<file path="config.mk">
export PLATFORM = sky130hd
export DESIGN_NAME = sorted_priority_queue_core
export DESIGN_NICKNAME = d
export VERILOG_FILES = /design/src/design/spq_pkg.sv /design/src/design/spq_ctrl.sv /design/src/design/spq_datapath.sv /design/src/design/sorted_priority_queue_core.sv
export SDC_FILE = /design/constraint.sdc
export NUM_CORES = 2
export LEC_CHECK = 0
export BUFFER_PORTS_ARGS = -buffer_cell sky130_fd_sc_hd__buf_2
export CAP_MARGIN = 25
export CORE_AREA = 2 2 298 300
export CTS_CLUSTER_DIAMETER = 100
export DETAILED_ROUTE_END_ITERATION = 6
export DIE_AREA = 0 0 300 302
export PLACE_DENSITY = 0.59
export SYNTH_ARGS = -nofsm -noshare
export SYNTH_HDL_FRONTEND = slang
export SYNTH_SLANG_ARGS = --single-unit
</file>
<file path="constraint.sdc">
create_clock -name clk -period 9.6 [get_ports clk]
set_clock_uncertainty 0.05 [all_clocks]
set_input_delay 0.96 -clock clk [delete_from_list [all_inputs] [get_ports clk]]
set_output_delay 0.96 -clock clk [all_outputs]
set_load 0.005 [all_outputs]
</file>
<file path="src/design/spq_pkg.sv">
// shared types and constants for the sorted priority queue
package spq_pkg;

  // number of entries the sorted store holds
  localparam int CAPACITY = 16;
  // occupancy counter width, wide enough to hold CAPACITY itself
  localparam int CNT_W = $clog2(CAPACITY + 1);

  typedef enum logic {
    OP_INSERT = 1'b0,
    OP_REMOVE = 1'b1
  } opcode_t;

  typedef enum logic [1:0] {
    ST_OK    = 2'd0,
    ST_FULL  = 2'd1,
    ST_EMPTY = 2'd2
  } status_t;

  // input beat
  typedef struct packed {
    opcode_t            opcode;
    logic signed [31:0] item_value;
  } in_t;

  // result beat
  typedef struct packed {
    logic signed [31:0] removed_value;
    status_t            status;
    logic [4:0]         entry_count;
    logic               is_empty;
  } out_t;

  // controller to datapath commands
  typedef struct packed {
    logic load;
    logic exec;
  } ctrl_t;

endpackage

</file>
<file path="src/design/spq_ctrl.sv">
// controller state machine for the sorted priority queue
module spq_ctrl (
  input  logic           clk,
  input  logic           rst,
  input  logic           start,
  output logic           busy,
  output logic           done,
  output spq_pkg::ctrl_t ctrl
);

  typedef enum logic {
    S_IDLE,
    S_EXEC
  } state_t;

  state_t state;

  // state and result strobe
  always_ff @(posedge clk) begin
    if (rst) begin
      state <= S_IDLE;
      done  <= 1'b0;
    end else begin
      done <= 1'b0;
      case (state)
        S_IDLE: begin
          if (start) begin
            state <= S_EXEC;
          end
        end
        S_EXEC: begin
          state <= S_IDLE;
          done  <= 1'b1;
        end
        default: begin
          state <= S_IDLE;
        end
      endcase
    end
  end

  // commands to the datapath
  assign busy      = (state == S_EXEC);
  assign ctrl.load = (state == S_IDLE) && start;
  assign ctrl.exec = (state == S_EXEC);

endmodule

</file>
<file path="src/design/spq_datapath.sv">
// sorted store of compare and shift cells, occupancy and result register
module spq_datapath (
  input  logic           clk,
  input  logic           rst,
  input  spq_pkg::ctrl_t ctrl,
  input  spq_pkg::in_t   cmd,
  output spq_pkg::out_t  result
);

  spq_pkg::opcode_t                op_q;
  logic signed [31:0]              val_q;
  logic signed [31:0]              entries [spq_pkg::CAPACITY];
  logic signed [31:0]              entry_next [spq_pkg::CAPACITY];
  logic [spq_pkg::CAPACITY-1:0]    less;
  logic [spq_pkg::CNT_W-1:0]       occ;
  logic [spq_pkg::CNT_W-1:0]       occ_next;
  logic                            full;
  logic                            empty;
  logic                            do_insert;
  logic                            do_remove;

  // latch the accepted beat
  always_ff @(posedge clk) begin
    if (ctrl.load) begin
      op_q  <= cmd.opcode;
      val_q <= cmd.item_value;
    end
  end

  assign full      = (occ == spq_pkg::CNT_W'(spq_pkg::CAPACITY));
  assign empty     = (occ == '0);
  assign do_insert = (op_q == spq_pkg::OP_INSERT) && !full;
  assign do_remove = (op_q == spq_pkg::OP_REMOVE) && !empty;

  // one compare and shift cell per entry
  for (genvar i = 0; i < spq_pkg::CAPACITY; i++) begin : g_cell
    // new value sorts ahead of this valid entry
    assign less[i] = (spq_pkg::CNT_W'(i) < occ) && (val_q < entries[i]);

    always_comb begin
      entry_next[i] = entries[i];
      if (do_insert) begin
        if ((i > 0) && less[(i > 0) ? i - 1 : 0]) begin
          entry_next[i] = entries[(i > 0) ? i - 1 : 0];
        end else if (less[i] || (spq_pkg::CNT_W'(i) == occ)) begin
          entry_next[i] = val_q;
        end
      end else if (do_remove) begin
        if (i < spq_pkg::CAPACITY - 1) begin
          entry_next[i] = entries[(i < spq_pkg::CAPACITY - 1) ? i + 1 : i];
        end
      end
    end
  end

  // store update
  always_ff @(posedge clk) begin
    if (ctrl.exec) begin
      for (int i = 0; i < spq_pkg::CAPACITY; i++) begin
        entries[i] <= entry_next[i];
      end
    end
  end

  // occupancy after this operation
  always_comb begin
    occ_next = occ;
    if (do_insert) begin
      occ_next = occ + spq_pkg::CNT_W'(1);
    end else if (do_remove) begin
      occ_next = occ - spq_pkg::CNT_W'(1);
    end
  end

  always_ff @(posedge clk) begin
    if (rst) begin
      occ <= '0;
    end else if (ctrl.exec) begin
      occ <= occ_next;
    end
  end

  // result register
  always_ff @(posedge clk) begin
    if (ctrl.exec) begin
      result.removed_value <= do_remove ? entries[0] : 32'sd0;
      if ((op_q == spq_pkg::OP_INSERT) && full) begin
        result.status <= spq_pkg::ST_FULL;
      end else if ((op_q == spq_pkg::OP_REMOVE) && empty) begin
        result.status <= spq_pkg::ST_EMPTY;
      end else begin
        result.status <= spq_pkg::ST_OK;
      end
      result.entry_count <= 5'(occ_next);
      result.is_empty    <= (occ_next == '0);
    end
  end

endmodule

</file>
<file path="src/design/sorted_priority_queue_core.sv">
// top level of the sorted priority queue: controller plus datapath
//
//   channel   ports               handshake
//   command   cmd (in_t)          taken when start is high and busy is low
//   result    result (out_t)      valid for the one cycle done is high
//
// each operation first latches the beat; then all compare and shift cells
// update the sorted store at once and the result is registered. done
// rises with that store update; busy is low again in that same cycle,
// so a new command can be taken while the result is shown.
// rst clears the controller and the occupancy count; store contents stay
// unknown until written. the receiver cannot stall the result.
module sorted_priority_queue_core (
  input  logic          clk,
  input  logic          rst,
  input  logic          start,
  output logic          busy,
  input  spq_pkg::in_t  cmd,
  output logic          done,
  output spq_pkg::out_t result
);

  spq_pkg::ctrl_t ctrl;

  spq_ctrl u_ctrl (
    .clk   (clk),
    .rst   (rst),
    .start (start),
    .busy  (busy),
    .done  (done),
    .ctrl  (ctrl)
  );

  spq_datapath u_datapath (
    .clk    (clk),
    .rst    (rst),
    .ctrl   (ctrl),
    .cmd    (cmd),
    .result (result)
  );

endmodule

</file>
==> reports/results.md <==
| Metric | This run | Unit |
| --- | --- | --- |
| Result of the run | finished clean | - |
| Fin. Hold Viols | 0 | - |
| Width of the chip | 300 | um |
| Die area | 0.0906 | mm2 |
| Count of nets left with antenna violations after detail routing | 0 | - |
| Required time of the critical path | 9.79 | ns |
| Aggregate routed wire length | 115 | mm |
| Leak Pwr | 20.6 | nW |
| Wire length of the first global-routing pass | 178 | mm |
| Areal power density over the cells | 153 | mW/mm2 |
| Yosys warning count | 0 | - |
| Number of vias after detailed routing | 30300 | - |
| Net switching fraction of the power | 0.274 | - |
| Startpoint type of the worst setup path | flip-flop | - |
| Sequential cell area in the final layout | 0.0177 | mm2 |
| Area of the multi-input gates | 0.0204 | mm2 |
| Initial Util | 0.464 | - |
| NumNets Final | 4551 | - |
| Initial detailed-routing violation count | 2582 | - |
| Worst max-slew margin expressed relative to the limit | 0.310 | - |
| Area growth from synthesis to final layout | 10.5 | % |
| Cell accounting for the most synthesized area | edfxtp_1 | - |
| Setup repair after global routing missed its margin | false | - |
| First-pass detailed-route iteration total | 6 | - |
| GRT Residual Overflow | 0 | - |
| Combined area of all synthesized cells | 0.0406 | mm2 |
| Worst EP arrival | 5.04 | ns |
| Reg2Reg Launch Point | u_datapath.occ[0]$_SDFFE_PP0P_ | - |
| Worst hold path class | primary input to flip-flop | - |
| Kind of capture point of the worst setup path | flip-flop | - |
| Number of antenna violations at the first check in global routing | 1 | - |
| Skew-Pair Late Insertion Delay | 0.62 | ns |
| Post-route total power | 6.87 | mW |
| Global routing usage summed across all routing layers | 0.252 | - |
| IR Drop Worst-Case VDD | 0.143 | mV |
| Placement Rows | 109 | - |
| Shortest clock period the worst path allows after layout | 4.85 | ns |
| Routed wire per std cell | 21.9 | um |
| Post-place setup slack | 4.81 | ns |
| Mean area per synthesized cell | 10.1 | um2 |
| Total Neg Setup Slack | 0 | ns |
| Share of power burned in registers | 0.443 | - |
| Fraction of post-synthesis cell area in the top cell type by area | 0.432 | - |
| Buffers added on ports | 77 | - |
| CTS clock-pin slew for the worst setup and hold paths | 0.06 | ns |
| Clock buffer depth | 3 | - |
| Number of cells in the finished layout apart from fillers | 5234 | - |
| Overall die height | 302 | um |
| Via count of the first global-routing pass | 30000 | - |
| IO Pins | 78 | - |
| # DRC | 0 | - |
| EDFF count, synth | 585 | - |
| Share of synthesized registers carrying an async set or reset | 0 | - |
| Final number of setup-violating endpoints | 0 | - |
| Hold wc startpoint | cmd[4] | - |
| Clock root buffer | clkbuf_16 | - |
| Max Cap Violations | 0 | - |
| Logic gate share of total power | 0.160 | - |
| Achievable Freq | 0.206 | GHz |
| Share of post-route cells with drive strength above 1 | 0.0895 | - |
| Total core area | 0.0876 | mm2 |
| Post-synthesis cell type count | 70 | - |
| Number of H-tree levels | 3 | - |
| Setup slack of the critical path after layout | 4.75 | ns |
| CP Max Fanout | 186 | - |
| Number of pins with negative max-slew slack in the final report | 0 | - |
| Largest net degree at the start of global routing | 187 | - |
| Number of buffers added for setup after CTS | 0 | - |
| Setup crit start | u_datapath.occ[0]$_SDFFE_PP0P_ | - |
| CTS tree | built | - |
| Proportion of synthesized chip area in sequential cells | 0.436 | - |
| Post-cts hold buffer count | 0 | - |
| Post-DR vias/cell | 5.79 | - |
| Routability Congestion | 0.855 | - |
| Post-Synthesis Cells | 4022 | - |
| Filler Cells Inserted | 8077 | - |
| Clock share of power | 0.397 | - |
| Internal power component | 4.99 | mW |
| Post-cts repair resize count | 0 | - |
| Worst Path Class, Setup | flip-flop to flip-flop | - |
| Least-Margin Pin Slew | 1.03 | ns |
| CTS Buf Count | 72 | - |
| Power spent charging and discharging nets | 1.88 | mW |
| Synthesis-stage register bit count | 592 | - |
| Synth area leaders | edfxtp_1, ha_1, mux2i_1, inv_1, o21ai_0 | - |
| DP Cell Count | 5104 | - |
| Most common flop cell mapped by yosys | edfxtp_1 | - |
| Clk sink count | 592 | - |
| Net count after synthesis | 4559 | - |
| Placed wire-length estimate after detailed placement | 82.7 | mm |
| Final worst path period share | 0.505 | - |
layer usage:
metal / vias to the layer above / global-route usage / wire, um
met2: 749 / 0.409 / 52400
met1: 14600 / 0.361 / 54600
met3: 136 / 0.0254 / 5000
met5: - / 0 / 0
li1: 14800 / - / -
met4: 0 / 0.0685 / 2510
power by group through the flow:
| stage | clock network, mW | logic [mW] | registers [mW] |
|---|---|---|---|
| finish | 2.73 | 1.10 | 3.04 |
| global route | 2.88 | 1.23 | 3.05 |
| CTS | 2.78 | 1.09 | 3.04 |
| detailed placement | 0 | 1.09 | 3.10 |
| global placement | 0 | 1.05 | 3.09 |
| floorplan | 0 | 0.727 | 3.10 |
stage by stage:
step                      instance area, um2   util  hold slack (ns)
after global placement                 42400  0.484            0.507
after floorplan                        40600      -            0.489
after detailed placement               42600  0.487            0.514
after CTS                              44900  0.513            0.435
after global routing                   44900  0.513            0.447
final                                  44900  0.513            0.467
area by class of cell:
cell class,instances,share of cell area
multi-input cells,2684,0.453
flip-flops and latches,592,0.394
clock buffers,88,0.0426
inverters,510,0.0426
well taps,1165,0.0324
repair buffers,154,0.0264
clock inverters,40,0.00838
diodes,1,0.0000557
cell families (layout without fill, tap and decap cells):
kind of cell,after synthesis,count (layout),synth area share
XOR/XNOR,10,10,0.00216
multiplexers,295,295,0.0746
AO/OA/AOI/OAI,993,993,0.158
adder cells (fa/ha/maj),501,501,0.154
buffers and inverters,746,792,0.0721
AND/OR/NAND/NOR,885,885,0.103
flip-flops,592,592,0.436
other,0,1,0
cell usage in the layout (no fill, tap or decap), types with 18 or more instances in the layout:
master     instances
nand3_1          181
a211oi_1          26
a21oi_1          165
o221ai_1         158
nor3_1            23
clkbuf_16         74
inv_1            510
ha_1             501
and2_1            35
buf_4             64
mux2_2            64
o21ai_1           32
buf_2             77
nand2b_1          18
a22oi_1           31
o211ai_1          18
a21o_1           161
mux2i_1          230
nor2_1            64
nand2_1          403
edfxtp_1         585
nand4_1           86
o21ai_0          311
flip-flops by register name, indices dropped and copies added, names as in the netlist:
| signal | count |
|---|---|
| u_datapath.entries | 512 |
| u_datapath.result | 40 |
| u_datapath.val_q | 32 |
| u_datapath.occ | 5 |
| u_ctrl.busy | 1 |
| u_ctrl.done | 1 |
| u_datapath.op_q | 1 |
cells in the mapped netlist, drive strengths merged, types with 24 or more instances:
library cell and number:
edfxtp 585, inv 510, ha 501, nand2 404, o21ai 346, mux2i 231
clkbuf 186, nand3 182, a21oi 168, a21o 162, o221ai 158, nand4 86
nor2 65, mux2 64, buf 50, and2 36, a22oi 31, a211oi 27
nor3 24
worst paths after layout:
kind	to	slack, ns	cells after the start
max	u_datapath.entries[1][230]$_DFFE_PP_	4.75	8
min	u_datapath.val_q[4]$_DFFE_PP_	0.47	1
max reg2reg	u_datapath.entries[1][230]$_DFFE_PP_	4.75	8
min reg2reg	u_datapath.entries[0][66]$_DFFE_PP_	0.52	1
worst max-delay path, stage by stage, from the launching register on:
cell	delay (ns)
dfxtp_1	0.81
inv_1	0.29
ha_1	0.35
a31oi_4	0.74
buf_12	0.50
buf_12	0.67
nand3_1	0.25
a31oi_4	0.20
buf_4	0.49
Power figures use the tool's default switching activity.
